<file path="src/rtl/tpdbm_pkg.sv">
// ----------------------------------------------------------------------------
// tpdbm_pkg
// Shared types and constants of the typed packet deframer with beacon match.
// ----------------------------------------------------------------------------
package tpdbm_pkg;

  localparam int BYTE_W     = 8;
  localparam int CHAN_W     = 32;
  localparam int DIST_W     = 64;
  localparam int KIND_W     = 4;
  localparam int INDEX_W    = 3;
  localparam int CNT_W      = 5;
  localparam int NUM_REGS   = 6;
  localparam int ADDR_W     = 5;
  localparam int DATA_W     = 32;

  localparam int POSITION_LEN = 28;
  localparam int RANGE_LEN    = 20;
  localparam int NID_BYTES    = 4;
  localparam int DIST_BYTES   = 8;

  // Queue depth between front and back; a power of two.
  localparam int Q_DEPTH = 2;

  localparam logic [BYTE_W-1:0] TYPE_NULL     = 8'd0;
  localparam logic [BYTE_W-1:0] TYPE_POSITION = 8'd1;
  localparam logic [BYTE_W-1:0] TYPE_NODE_ID  = 8'd3;
  localparam logic [BYTE_W-1:0] TYPE_OK       = 8'd4;
  localparam logic [BYTE_W-1:0] TYPE_BUSY     = 8'd5;
  localparam logic [BYTE_W-1:0] TYPE_ERROR    = 8'd6;
  localparam logic [BYTE_W-1:0] TYPE_RANGE    = 8'd7;
  localparam logic [BYTE_W-1:0] TYPE_ABORT    = 8'd9;

  typedef enum logic [KIND_W-1:0] {
    EV_POSITION   = 4'd0,
    EV_NODE_ID    = 4'd1,
    EV_ABORT      = 4'd2,
    EV_RANGE_HIT  = 4'd3,
    EV_RANGE_MISS = 4'd4,
    EV_OK         = 4'd5,
    EV_ERROR      = 4'd6,
    EV_BUSY       = 4'd7,
    EV_UNKNOWN    = 4'd8
  } event_t;

  typedef enum logic [3:0] {
    ST_IDLE     = 4'b0001,
    ST_POSITION = 4'b0010,
    ST_NODE_ID  = 4'b0100,
    ST_RANGE    = 4'b1000
  } front_state_t;

  typedef struct packed {
    event_t              kind;
    logic [BYTE_W-1:0]   node_id_value;
    logic [CHAN_W-1:0]   range_node_id;
    logic [DIST_W-1:0]   distance;
  } cmd_t;

endpackage

</file>
<file path="src/rtl/tpdbm_front.sv">
// ----------------------------------------------------------------------------
// tpdbm_front
// Byte parser: tracks the packet type, collects range payload fields and
// posts one command per finished packet or immediate type byte.
// ----------------------------------------------------------------------------
module tpdbm_front (
  input  logic                          clk,
  input  logic                          rst_n,
  input  logic                          accept,
  input  logic [tpdbm_pkg::BYTE_W-1:0]  rx_byte,
  output logic                          push,
  output tpdbm_pkg::cmd_t               cmd
);

  tpdbm_pkg::front_state_t state_r, state_nxt;
  logic [tpdbm_pkg::CNT_W-1:0]  cnt_r, cnt_nxt;
  logic [tpdbm_pkg::CHAN_W-1:0] nid_r, nid_nxt;
  logic [tpdbm_pkg::DIST_W-1:0] dist_r, dist_nxt;

  always_comb begin
    state_nxt = state_r;
    cnt_nxt   = cnt_r;
    nid_nxt   = nid_r;
    dist_nxt  = dist_r;
    push      = 1'b0;
    cmd       = '0;
    cmd.kind  = tpdbm_pkg::EV_UNKNOWN;
    if (accept) begin
      unique case (state_r)
        tpdbm_pkg::ST_IDLE: begin
          cnt_nxt = '0;
          unique case (rx_byte)
            tpdbm_pkg::TYPE_NULL: begin
            end
            tpdbm_pkg::TYPE_POSITION: begin
              state_nxt = tpdbm_pkg::ST_POSITION;
            end
            tpdbm_pkg::TYPE_NODE_ID: begin
              state_nxt = tpdbm_pkg::ST_NODE_ID;
            end
            tpdbm_pkg::TYPE_RANGE: begin
              state_nxt = tpdbm_pkg::ST_RANGE;
            end
            tpdbm_pkg::TYPE_OK: begin
              push     = 1'b1;
              cmd.kind = tpdbm_pkg::EV_OK;
            end
            tpdbm_pkg::TYPE_ERROR: begin
              push     = 1'b1;
              cmd.kind = tpdbm_pkg::EV_ERROR;
            end
            tpdbm_pkg::TYPE_BUSY: begin
              push     = 1'b1;
              cmd.kind = tpdbm_pkg::EV_BUSY;
            end
            tpdbm_pkg::TYPE_ABORT: begin
              push     = 1'b1;
              cmd.kind = tpdbm_pkg::EV_ABORT;
            end
            default: begin
              push     = 1'b1;
              cmd.kind = tpdbm_pkg::EV_UNKNOWN;
            end
          endcase
        end
        tpdbm_pkg::ST_POSITION: begin
          if (cnt_r == tpdbm_pkg::CNT_W'(tpdbm_pkg::POSITION_LEN - 1)) begin
            push      = 1'b1;
            cmd.kind  = tpdbm_pkg::EV_POSITION;
            state_nxt = tpdbm_pkg::ST_IDLE;
            cnt_nxt   = '0;
          end else begin
            cnt_nxt = cnt_r + 1'b1;
          end
        end
        tpdbm_pkg::ST_NODE_ID: begin
          push              = 1'b1;
          cmd.kind          = tpdbm_pkg::EV_NODE_ID;
          cmd.node_id_value = rx_byte;
          state_nxt         = tpdbm_pkg::ST_IDLE;
        end
        tpdbm_pkg::ST_RANGE: begin
          for (int k = 0; k < tpdbm_pkg::NID_BYTES; k++) begin
            if (cnt_r == tpdbm_pkg::CNT_W'(k)) begin
              nid_nxt[8*k +: 8] = rx_byte;
            end
          end
          for (int k = 0; k < tpdbm_pkg::DIST_BYTES; k++) begin
            if (cnt_r == tpdbm_pkg::CNT_W'(tpdbm_pkg::NID_BYTES + k)) begin
              dist_nxt[8*k +: 8] = rx_byte;
            end
          end
          if (cnt_r == tpdbm_pkg::CNT_W'(tpdbm_pkg::RANGE_LEN - 1)) begin
            push              = 1'b1;
            cmd.kind          = tpdbm_pkg::EV_RANGE_HIT;
            cmd.range_node_id = nid_nxt;
            cmd.distance      = dist_nxt;
            state_nxt         = tpdbm_pkg::ST_IDLE;
            cnt_nxt           = '0;
          end else begin
            cnt_nxt = cnt_r + 1'b1;
          end
        end
        default: begin
          state_nxt = tpdbm_pkg::ST_IDLE;
          cnt_nxt   = '0;
        end
      endcase
    end
  end

  always_ff @(posedge clk) begin
    if (!rst_n) begin
      state_r <= tpdbm_pkg::ST_IDLE;
      cnt_r   <= '0;
      nid_r   <= '0;
      dist_r  <= '0;
    end else begin
      state_r <= state_nxt;
      cnt_r   <= cnt_nxt;
      nid_r   <= nid_nxt;
      dist_r  <= dist_nxt;
    end
  end

  a_pos_count_bound: assert property (@(posedge clk) disable iff (!rst_n)
    state_r == tpdbm_pkg::ST_POSITION |->
      cnt_r < tpdbm_pkg::CNT_W'(tpdbm_pkg::POSITION_LEN))
    else $error("position byte count out of range");

  a_idle_count_clear: assert property (@(posedge clk) disable iff (!rst_n)
    state_r == tpdbm_pkg::ST_IDLE |-> cnt_r == '0)
    else $error("byte count not cleared in idle");

endmodule

</file>
<file path="src/rtl/tpdbm_queue.sv">
// ----------------------------------------------------------------------------
// tpdbm_queue
// Short command queue between the parser and the result stage.
// ----------------------------------------------------------------------------
module tpdbm_queue (
  input  logic             clk,
  input  logic             rst_n,
  input  logic             push,
  input  tpdbm_pkg::cmd_t  push_cmd,
  input  logic             pop,
  output logic             full,
  output logic             head_valid,
  output tpdbm_pkg::cmd_t  head_cmd
);

  localparam int PTR_W = (tpdbm_pkg::Q_DEPTH > 1) ? $clog2(tpdbm_pkg::Q_DEPTH) : 1;

  tpdbm_pkg::cmd_t    entry_r [tpdbm_pkg::Q_DEPTH];
  logic [PTR_W-1:0]   wr_ptr_r, wr_ptr_nxt;
  logic [PTR_W-1:0]   rd_ptr_r, rd_ptr_nxt;
  logic [PTR_W:0]     count_r, count_nxt;

  assign full       = (count_r == (PTR_W + 1)'(tpdbm_pkg::Q_DEPTH));
  assign head_valid = (count_r != '0);
  assign head_cmd   = entry_r[rd_ptr_r];

  always_comb begin
    wr_ptr_nxt = push ? wr_ptr_r + 1'b1 : wr_ptr_r;
    rd_ptr_nxt = pop  ? rd_ptr_r + 1'b1 : rd_ptr_r;
    count_nxt  = count_r;
    if (push && !pop) begin
      count_nxt = count_r + 1'b1;
    end else if (pop && !push) begin
      count_nxt = count_r - 1'b1;
    end
  end

  always_ff @(posedge clk) begin
    if (push) begin
      entry_r[wr_ptr_r] <= push_cmd;
    end
  end

  always_ff @(posedge clk) begin
    if (!rst_n) begin
      wr_ptr_r <= '0;
      rd_ptr_r <= '0;
      count_r  <= '0;
    end else begin
      wr_ptr_r <= wr_ptr_nxt;
      rd_ptr_r <= rd_ptr_nxt;
      count_r  <= count_nxt;
    end
  end

  a_no_overflow: assert property (@(posedge clk) disable iff (!rst_n)
    full |-> !push)
    else $error("command queue overflow");

  a_no_underflow: assert property (@(posedge clk) disable iff (!rst_n)
    pop |-> head_valid)
    else $error("command queue underflow");

endmodule

</file>
<file path="src/rtl/tpdbm_back.sv">
// ----------------------------------------------------------------------------
// tpdbm_back
// Result stage: resolves range commands against the beacon registers and
// holds the finished result until the consumer takes it.
// ----------------------------------------------------------------------------
module tpdbm_back #(
  parameter int NUM_BEACONS = 6
) (
  input  logic                                              clk,
  input  logic                                              rst_n,
  input  logic                                              head_valid,
  input  tpdbm_pkg::cmd_t                                   head_cmd,
  output logic                                              pop,
  input  logic [NUM_BEACONS-1:0][tpdbm_pkg::CHAN_W-1:0]     beacons,
  output logic                                              out_valid,
  input  logic                                              out_ready,
  output logic [tpdbm_pkg::KIND_W-1:0]                      out_event_kind,
  output logic                                              out_send_ack,
  output logic [tpdbm_pkg::INDEX_W-1:0]                     out_beacon_index,
  output logic [tpdbm_pkg::DIST_W-1:0]                      out_distance_bits,
  output logic [tpdbm_pkg::BYTE_W-1:0]                      out_node_id_value
);

  logic                              valid_r, valid_nxt;
  tpdbm_pkg::event_t                 kind_r, kind_nxt;
  logic                              ack_r, ack_nxt;
  logic [tpdbm_pkg::INDEX_W-1:0]     index_r, index_nxt;
  logic [tpdbm_pkg::DIST_W-1:0]      dist_r, dist_nxt;
  logic [tpdbm_pkg::BYTE_W-1:0]      nid_r, nid_nxt;
  logic                              hit;
  logic [tpdbm_pkg::INDEX_W-1:0]     hit_index;

  assign pop = head_valid && (!valid_r || out_ready);

  always_comb begin
    hit       = 1'b0;
    hit_index = '0;
    for (int i = NUM_BEACONS - 1; i >= 0; i--) begin
      if (beacons[i] == head_cmd.range_node_id) begin
        hit       = 1'b1;
        hit_index = tpdbm_pkg::INDEX_W'(i);
      end
    end
  end

  always_comb begin
    kind_nxt  = head_cmd.kind;
    index_nxt = '0;
    if (head_cmd.kind == tpdbm_pkg::EV_RANGE_HIT) begin
      if (hit) begin
        index_nxt = hit_index;
      end else begin
        kind_nxt = tpdbm_pkg::EV_RANGE_MISS;
      end
    end
    case (head_cmd.kind)
      tpdbm_pkg::EV_POSITION, tpdbm_pkg::EV_NODE_ID, tpdbm_pkg::EV_ABORT,
      tpdbm_pkg::EV_RANGE_HIT, tpdbm_pkg::EV_RANGE_MISS: ack_nxt = 1'b1;
      default: ack_nxt = 1'b0;
    endcase
    dist_nxt  = head_cmd.distance;
    nid_nxt   = head_cmd.node_id_value;
    valid_nxt = pop ? 1'b1 : (valid_r && !out_ready);
  end

  always_ff @(posedge clk) begin
    if (pop) begin
      kind_r  <= kind_nxt;
      ack_r   <= ack_nxt;
      index_r <= index_nxt;
      dist_r  <= dist_nxt;
      nid_r   <= nid_nxt;
    end
  end

  always_ff @(posedge clk) begin
    if (!rst_n) begin
      valid_r <= 1'b0;
    end else begin
      valid_r <= valid_nxt;
    end
  end

  assign out_valid         = valid_r;
  assign out_event_kind    = kind_r;
  assign out_send_ack      = ack_r;
  assign out_beacon_index  = index_r;
  assign out_distance_bits = dist_r;
  assign out_node_id_value = nid_r;

  a_ack_by_kind: assert property (@(posedge clk) disable iff (!rst_n)
    valid_r |-> out_send_ack == (kind_r == tpdbm_pkg::EV_POSITION ||
      kind_r == tpdbm_pkg::EV_NODE_ID || kind_r == tpdbm_pkg::EV_ABORT ||
      kind_r == tpdbm_pkg::EV_RANGE_HIT || kind_r == tpdbm_pkg::EV_RANGE_MISS))
    else $error("acknowledge does not follow event kind");

  a_index_only_on_hit: assert property (@(posedge clk) disable iff (!rst_n)
    valid_r && kind_r != tpdbm_pkg::EV_RANGE_HIT |-> index_r == '0)
    else $error("beacon index set on a non-matching event");

  a_hit_index_bound: assert property (@(posedge clk) disable iff (!rst_n)
    valid_r && kind_r == tpdbm_pkg::EV_RANGE_HIT |->
      index_r < tpdbm_pkg::INDEX_W'(NUM_BEACONS - 1) + 1'b1 ||
      NUM_BEACONS == (1 << tpdbm_pkg::INDEX_W))
    else $error("matched beacon index beyond beacon count");

endmodule

</file>
<file path="src/rtl/typed_packet_deframer_beacon_match.sv">
// ----------------------------------------------------------------------------
// typed_packet_deframer_beacon_match
// Typed packet deframer for a byte link with a beacon id match on range
// packets, configured over an APB-style register port.
// ----------------------------------------------------------------------------
// The block takes one byte beat per clock cycle while in_ready is high. A
// parser tracks the packet type and posts a command into a two-entry queue
// when a packet or an immediate type byte is complete; a result stage
// compares range node ids against all beacon registers combinationally and
// holds the result in an output register behind the queue entry. in_ready
// drops only while the queue is full because the consumer stalls.
// Beacon registers lie at byte addresses 0, 4, ... 20 and reset to minus one.
module typed_packet_deframer_beacon_match #(
  parameter int NUM_BEACONS = 6
) (
  input  logic                                 clk,
  input  logic                                 rst_n,
  input  logic                                 in_valid,
  output logic                                 in_ready,
  input  logic [tpdbm_pkg::BYTE_W-1:0]         in_rx_byte,
  output logic                                 out_valid,
  input  logic                                 out_ready,
  output logic [tpdbm_pkg::KIND_W-1:0]         out_event_kind,
  output logic                                 out_send_ack,
  output logic [tpdbm_pkg::INDEX_W-1:0]        out_beacon_index,
  output logic [tpdbm_pkg::DIST_W-1:0]         out_distance_bits,
  output logic [tpdbm_pkg::BYTE_W-1:0]         out_node_id_value,
  input  logic                                 psel,
  input  logic                                 penable,
  input  logic                                 pwrite,
  input  logic [tpdbm_pkg::ADDR_W-1:0]         paddr,
  input  logic [tpdbm_pkg::DATA_W-1:0]         pwdata,
  output logic [tpdbm_pkg::DATA_W-1:0]         prdata,
  output logic                                 pready
);

  localparam int IDX_W = tpdbm_pkg::ADDR_W - 2;

  logic [NUM_BEACONS-1:0][tpdbm_pkg::CHAN_W-1:0] beacon_r, beacon_nxt;
  logic [IDX_W-1:0]   reg_idx;
  logic               reg_wr;
  logic               accept;
  logic               push;
  logic               pop;
  logic               q_full;
  logic               head_valid;
  tpdbm_pkg::cmd_t    push_cmd;
  tpdbm_pkg::cmd_t    head_cmd;

  assign pready  = 1'b1;
  assign reg_idx = paddr[tpdbm_pkg::ADDR_W-1:2];
  assign reg_wr  = psel && penable && pwrite && pready;

  always_comb begin
    beacon_nxt = beacon_r;
    prdata     = '0;
    for (int i = 0; i < NUM_BEACONS; i++) begin
      if (i < tpdbm_pkg::NUM_REGS && reg_idx == IDX_W'(i)) begin
        prdata = beacon_r[i];
        if (reg_wr) begin
          beacon_nxt[i] = pwdata;
        end
      end
    end
  end

  always_ff @(posedge clk) begin
    if (!rst_n) begin
      beacon_r <= '1;
    end else begin
      beacon_r <= beacon_nxt;
    end
  end

  assign in_ready = !q_full;
  assign accept   = in_valid && in_ready;

  tpdbm_front u_front (
    .clk     (clk),
    .rst_n   (rst_n),
    .accept  (accept),
    .rx_byte (in_rx_byte),
    .push    (push),
    .cmd     (push_cmd)
  );

  tpdbm_queue u_queue (
    .clk        (clk),
    .rst_n      (rst_n),
    .push       (push),
    .push_cmd   (push_cmd),
    .pop        (pop),
    .full       (q_full),
    .head_valid (head_valid),
    .head_cmd   (head_cmd)
  );

  tpdbm_back #(
    .NUM_BEACONS (NUM_BEACONS)
  ) u_back (
    .clk               (clk),
    .rst_n             (rst_n),
    .head_valid        (head_valid),
    .head_cmd          (head_cmd),
    .pop               (pop),
    .beacons           (beacon_r),
    .out_valid         (out_valid),
    .out_ready         (out_ready),
    .out_event_kind    (out_event_kind),
    .out_send_ack      (out_send_ack),
    .out_beacon_index  (out_beacon_index),
    .out_distance_bits (out_distance_bits),
    .out_node_id_value (out_node_id_value)
  );

endmodule

</file>
<file path="config.mk">
export PLATFORM = sky130hd
export DESIGN_NAME = typed_packet_deframer_beacon_match
export DESIGN_NICKNAME = d
export VERILOG_FILES = /design/src/rtl/tpdbm_pkg.sv /design/src/rtl/tpdbm_front.sv /design/src/rtl/tpdbm_queue.sv /design/src/rtl/tpdbm_back.sv /design/src/rtl/typed_packet_deframer_beacon_match.sv
export SDC_FILE = /design/constraint.sdc
export NUM_CORES = 1
export LEC_CHECK = 0
export BUFFER_PORTS_ARGS = -buffer_cell sky130_fd_sc_hd__buf_2
export CAP_MARGIN = 0
export CORE_MARGIN = 2
export CORE_UTILIZATION = 61
export CTS_CLUSTER_DIAMETER = 100
export DETAILED_ROUTE_END_ITERATION = 10
export PLACE_DENSITY_LB_ADDON = 0.3
export SYNTH_ARGS = -nofsm -noshare
export SYNTH_HDL_FRONTEND = slang
export SYNTH_HIERARCHICAL = 1
export SYNTH_SLANG_ARGS = --single-unit
export TNS_END_PERCENT = 1
</file>
<file path="constraint.sdc">
create_clock -name clk -period 21.2 [get_ports clk]
set_input_delay 2.12 -clock clk [delete_from_list [all_inputs] [get_ports clk]]
set_output_delay 2.12 -clock clk [all_outputs]
set_load 0.1 [all_outputs]
</file>
---- Yosys cells after proc, flatten, opt, wreduce, memory -nomap -nowiden ----
Memories as Yosys holds them, arrays and structs flattened. A register that Yosys moved wholly into a read port is not among the register bits.
Index checks and enable logic that the tools add are counted.
cells by class
  add/subtract/negate cells ............... 5
  equality and inequality tests ........... 43
  muxes and demuxes ....................... 59
  bitwise logic cells ..................... 3
  reductions and logical operators ........ 33
operator list
  kind                                                                    number
  32-bit equality test                                                    6
  32-bit two-way mux                                                      6
  96-bit two-way mux                                                      2
  108-bit two-way mux                                                     1
  8-bit two-way mux                                                       13
  8-bit by 3-bit equality test with 1-bit output (second input constant)  4
  4-bit case mux with 4 select lines                                      2
  4-bit two-way mux                                                       6
  4-bit case mux with 3 select lines                                      2
  5-bit by 3-bit equality test with 1-bit output (second input constant)  4
  5-bit by 4-bit equality test with 1-bit output (second input constant)  4
  1-bit two-way mux                                                       17
  2-bit AND reduction                                                     8
  5-bit case mux with 3 select lines                                      1
  4-bit by 2-bit equality test with 1-bit output (second input constant)  3
  5-bit by 2-bit equality test with 1-bit output (second input constant)  2
  5-bit equality test (second input constant)                             2
  5-bit two-way mux                                                       2
  4-bit by 1-bit equality test with 1-bit output (second input constant)  2
  4-bit by 3-bit equality test with 1-bit output (second input constant)  2
  8-bit by 1-bit equality test with 1-bit output (second input constant)  1
  8-bit by 2-bit equality test with 1-bit output (second input constant)  1
  8-bit by 4-bit equality test with 1-bit output (second input constant)  1
  8-bit logical NOT                                                       1
  28 further kinds                                                        50
word-level totals
  bits in registers ....................... 382
  memory bits (writable) .................. 216
  bits of input ports ..................... 52
  output and inout bits ................... 115
  word-level logic and storage cells ...... 165
  memories kept ........................... 1
memories
  name             depth  width  read ports  clocked after Yosys merged registers in  wr ports  RTL line           text
  u_queue.entry_r  2      108    1           1                                        1         tpdbm_queue.sv:18  tpdbm_pkg::cmd_t entry_r [tpdbm_pkg::Q_DEPTH];

---- Longest topological paths before layout ----
  depth after elaboration ................. 9
  mapped depth ............................ 12
  depth with buffers taken out ............ 9

---- Hierarchy ----
The synthesis kept the hierarchy.
modules (own cells, without submodules)
  module                              instances  cells each  area each (µm²)  sequential area each (µm²)
  typed_packet_deframer_beacon_match  1          901         8486.9           3843.7
  tpdbm_queue                         1          358         8081.5           6586.3
  tpdbm_front                         1          777         5959.5           2102.0
  tpdbm_back                          1          390         4880.9           2422.3

---- Worst setup path before layout ----
OpenSTA, ideal clock, no wires.
  path type ............................... input-to-reg
  start point ............................. input port in_valid
  end point ............................... memory u_queue/entry_r[0][0] (netlist bit) (enable)
  library setup time ...................... 0.589 ns
  data arrival time ....................... 8.051 ns
  data required time ...................... 20.611 ns
  slack ................................... 12.560 ns
  stages .................................. 7
  buffers on the path ..................... 3
  cell sequence ........................... nor2b_1 clkbuf_1 buf_4 clkbuf_1 o21ai_0 a31oi_1 nor2b_1
on the way
  longest elaborated chain between the ends .. 4
ends and longest elaborated chain
  element                                  RTL line                                  text
  start: declaration                       typed_packet_deframer_beacon_match.sv:18  input logic in_valid,
  1-bit logical AND                        typed_packet_deframer_beacon_match.sv:76  assign accept = in_valid && in_ready;
  1-bit two-way mux                        tpdbm_front.sv:28                         if (accept) begin
  named net push                           typed_packet_deframer_beacon_match.sv:43  logic push;
  1-bit two-way mux                        tpdbm_queue.sv:39                         if (push) begin
  1-bit two-way mux (implied by the code)  tpdbm_queue.sv:40                         entry_r[wr_ptr_r] <= push_cmd;
  end: declaration                         tpdbm_queue.sv:18
The timed path passes the listed nets, and every way through them passes these cells.

---- Worst setup path in the final report ----
  start point ............................. input port paddr[2] (netlist bit)
  end point ............................... output port prdata[31] (netlist bit)
on the way
  longest elaborated chain between the ends .. 7
  elaborated cells between the ends (all ways) .. 12
  those cells by class .................... eq/ne: 5; mux: 6; reduce/logical: 1
ends and longest elaborated chain
  element                          RTL line                                  text
  start: declaration               typed_packet_deframer_beacon_match.sv:31  input logic [tpdbm_pkg::ADDR_W-1:0] paddr,
  3-bit logical NOT                typed_packet_deframer_beacon_match.sv:58  if (i < tpdbm_pkg::NUM_REGS && reg_idx == IDX_W'(i)) begin
  32-bit two-way mux (5 in a row)  typed_packet_deframer_beacon_match.sv:58
  32-bit two-way mux *             typed_packet_deframer_beacon_match.sv:58
  end: declaration                 typed_packet_deframer_beacon_match.sv:33  output logic [tpdbm_pkg::DATA_W-1:0] prdata,
Every way passes the cells marked *; elsewhere a longest branch is shown, timed or not.

==> summary.txt <==
Routing
  • DR iter-0 viols: 2270
  • Routed vias/inst: 6.37
  • WL/cell: 23.0 um
  • Routed wire length: 71.1 mm
  • Vias: 19700
  • Antenna Nets Post-Route: 0
  • First-pass DRT Iterations: 6
  • DRC: 0

Global routing
  • GRT Overall Usage: 30.0%
  • Largest net degree at the start of global routing: 127
  • Initial antenna violation count: 0
  • First-pass GRT wire length: 109 mm
  • Grt ovf: 0
  • Vias in the first global route: 19300

Logic synthesis
  • Net Count, Synth: 2483
  • Yosys top cell area share: 32.4%
  • Synthesized area: 0.0274 mm^2
  • Mean area per synthesized cell: 11.3 um^2
  • Ys Warns: 6
  • Top cells by count, synth: dfxtp_1 (303), edfxtp_1 (296), o21ai_0 (232)
  • Flops & latches, synth: 599
  • Most frequent cell after synthesis: dfxtp_1
  • Post-synth EDFFs: 296
  • Top FF cell, synth: dfxtp_1
  • Sequential fraction of the synthesis area: 54.6%
  • Synth top area cells: edfxtp_1 (32%), dfxtp_1 (22%), mux2i_1 (7.0%), xor2_1 (4.2%), o21ai_0 (4.2%)
  • Synth cell types: 72
  • Dominant cell type by area after synthesis: edfxtp_1
  • Cell count after synthesis: 2426
  • Asr flop ratio synth: 0%

Clocking
  • CTS buffer count: 59
  • Worst-path clk slew: 0.06 ns
  • Post-cts repair resize count: 0
  • Post-CTS Setup Repair Bufs: 0
  • CTS H-tree lvls: 2
  • CTS tree: done
  • Clock Tree Buf Depth: 3
  • Worst-Skew Late Latency: 0.63 ns
  • CTS Sinks: 599
  • Clk root buf: clkbuf_16
  • # hold bufs at CTS: 0

Placed design
  • Port Buf Inserts: 163
  • Final GP Congestion: 0.941
  • Pre-CTS WS: 13.98 ns
  • Post-DP Area: 0.0281 mm^2
  • Placed Cells: 2981
  • Hpwl dp: 43.7 mm

Min path
  • Min-Delay Path Class: flip-flop to flip-flop
  • Hold path depth: 2

Timing
  • Setup-failing EPs final: 0
  • Hold Vio Cnt, Final: 0
  • Clock skew: 0.0186 ns
  • Setup TNS: 0 ns
  • Rel. slew slack: 19.8%
  • Slew at the pin with the worst max-slew slack: 1.20 ns
  • Hold Slack: 0.496 ns
  • Max Clock Freq: 138 MHz
  • Min Tclk post-route: 7.27 ns
  • Final setup margin: 13.93 ns
  • RSZ-0062 raised after global routing: false
  • Max Transition Viols Final: 0
  • Period utilization: 34.3%

Setup path
  • Crit path to: prdata[31]
  • Reg2reg setup slack: 17.03 ns
  • R2R depth: 8
  • Crit end category: primary output
  • FF-to-FF End: u_back/out_beacon_index[1]$_SDFFCE_PP0P_
  • CP startpoint kind: input pin
  • CP startpoint: paddr[2]
  • Critical Path RT: 19.08 ns
  • CP Max Fanout: 54
  • WP data arrival: 5.15 ns
  • Setup Crit Path Kind: input pin to primary output

Floorplanning
  • Site Rows: 77
  • Num ports: 167
  • Die H: 216 um
  • Area of the core: 0.0443 mm^2
  • Initial Util: 61.8%
  • Die area: 0.0466 mm^2
  • DIE WIDTH: 216 um

Layout
  • Final Non-Filler Cells: 3091
  • NumNets Final: 2507
  • Synthesis-to-layout area growth: 9.37%
  • Antenna cell count: 0
  • Final Cell Area: 0.0300 mm^2
  • Layout cells sized above 1: 17.4%

Job
  • Max cap viols: 0

Power and ir drop
  • IR drop worst, VDD: 0.000152 V
  • Pwr per Cell Area: 120 mW/mm^2
  • Lkg Pwr: 11.3 nW

Status
  • Status: completed
sequential cells by signal (all words and copies together) (netlist names), 2 cells and up, named ones only:
register and flops:
u_queue/entry_r 216, beacon_r 192, u_back/out_distance_bits 64, u_front/dist_r 64, u_front/nid_r 32, u_back/out_node_id_value 8, u_front/cnt_r 5, u_back/out_event_kind 4
u_front/state_r 4, u_back/out_beacon_index 3, u_queue/count_r 2
layout make-up:
cell class	instances	area, um^2
inverter	40	150
sequential	599	15000
clock inverter	18	204
fill	3299	14300
multi-input combinational	1561	11200
tap	592	741
timing repair buffer	189	1020
clock buffer	92	1700
cells by family (layout without fill, tap and decap cells):
group / count (synthesis) / in the layout / synth area share [%]
AO/OA/AOI/OAI: 575 / 575 / 13.4
adder cells (fa/ha/maj): 5 / 5 / 0.228
XOR/XNOR: 198 / 198 / 6.33
flip-flops: 599 / 599 / 54.6
AND/OR/NAND/NOR: 482 / 482 / 9.05
buffers and inverters: 266 / 339 / 4.73
other: 1 / 1 / 0.0137
multiplexers: 300 / 300 / 11.7
metal layers:
| metal | track usage, % | share of wire (%) |
|---|---|---|
| met1 | 38.5 | 40 |
| met2 | 49.3 | 48 |
| met3 | 5.30 | 7.5 |
| met4 | 14.3 | 4.5 |
| met5 | 0 | 0 |
through the flow:
stage | total power [mW] | utilization, %
2_1_floorplan | 2.41 | -
3_3_place_gp | 2.58 | 63.3
3_5_place_dp | 2.59 | 63.3
4_1_cts | 3.62 | 67.6
5_1_grt | 3.71 | 67.6
6_report | 3.61 | 67.6
where the power goes:
group / leakage, nW / total [mW] / internal (mW) / switching, mW
combinational: 4.91 / 1.12 / 0.249 / 0.874
sequential: 5.44 / 1.46 / 1.39 / 0.0625
clock: 0.932 / 1.03 / 0.589 / 0.440
worst max-delay path: stages:
cell     delay, ns
buf_4         0.64
buf_4         0.87
mux2i_1       0.16
o21ai_0       0.68
buf_2         0.57
placed cells by master (no fill, tap or decap), types with 6 or more instances in the layout:
cell / count
nand3_2: 14
nand4_1: 26
and2_1: 14
a21oi_1: 95
o311ai_0: 57
edfxtp_1: 296
clkinv_2: 9
nor2_1: 107
buf_2: 161
o22a_1: 32
mux2_4: 20
clkbuf_16: 60
nand3_1: 14
dfxtp_1: 302
inv_1: 39
o211ai_1: 126
o21ai_0: 232
mux2_2: 88
xor2_1: 133
mux2i_1: 192
clkbuf_8: 8
xnor2_1: 65
nor4bb_1: 6
and3_1: 9
nor4_1: 37
nand2_1: 198
clkbuf_1: 23
buf_4: 28
worst min-delay path by stage:
stage / from / to / slack, ns
finish: u_front/nid_r[27]$_SDFFE_PN0P_ / u_front/nid_r[27]$_SDFFE_PN0P_ / 0.50
global route: u_front/dist_r[27]$_SDFFE_PN0P_ / u_front/dist_r[27]$_SDFFE_PN0P_ / 0.52
CTS: u_front/nid_r[27]$_SDFFE_PN0P_ / u_front/nid_r[27]$_SDFFE_PN0P_ / 0.49
detailed placement: u_front/nid_r[27]$_SDFFE_PN0P_ / u_front/nid_r[27]$_SDFFE_PN0P_ / 0.48
global placement: u_front/nid_r[25]$_SDFFE_PN0P_ / u_front/nid_r[25]$_SDFFE_PN0P_ / 0.47
floorplan: u_front/nid_r[24]$_SDFFE_PN0P_ / u_front/nid_r[24]$_SDFFE_PN0P_ / 0.46
Power figures use the tool's default switching activity.
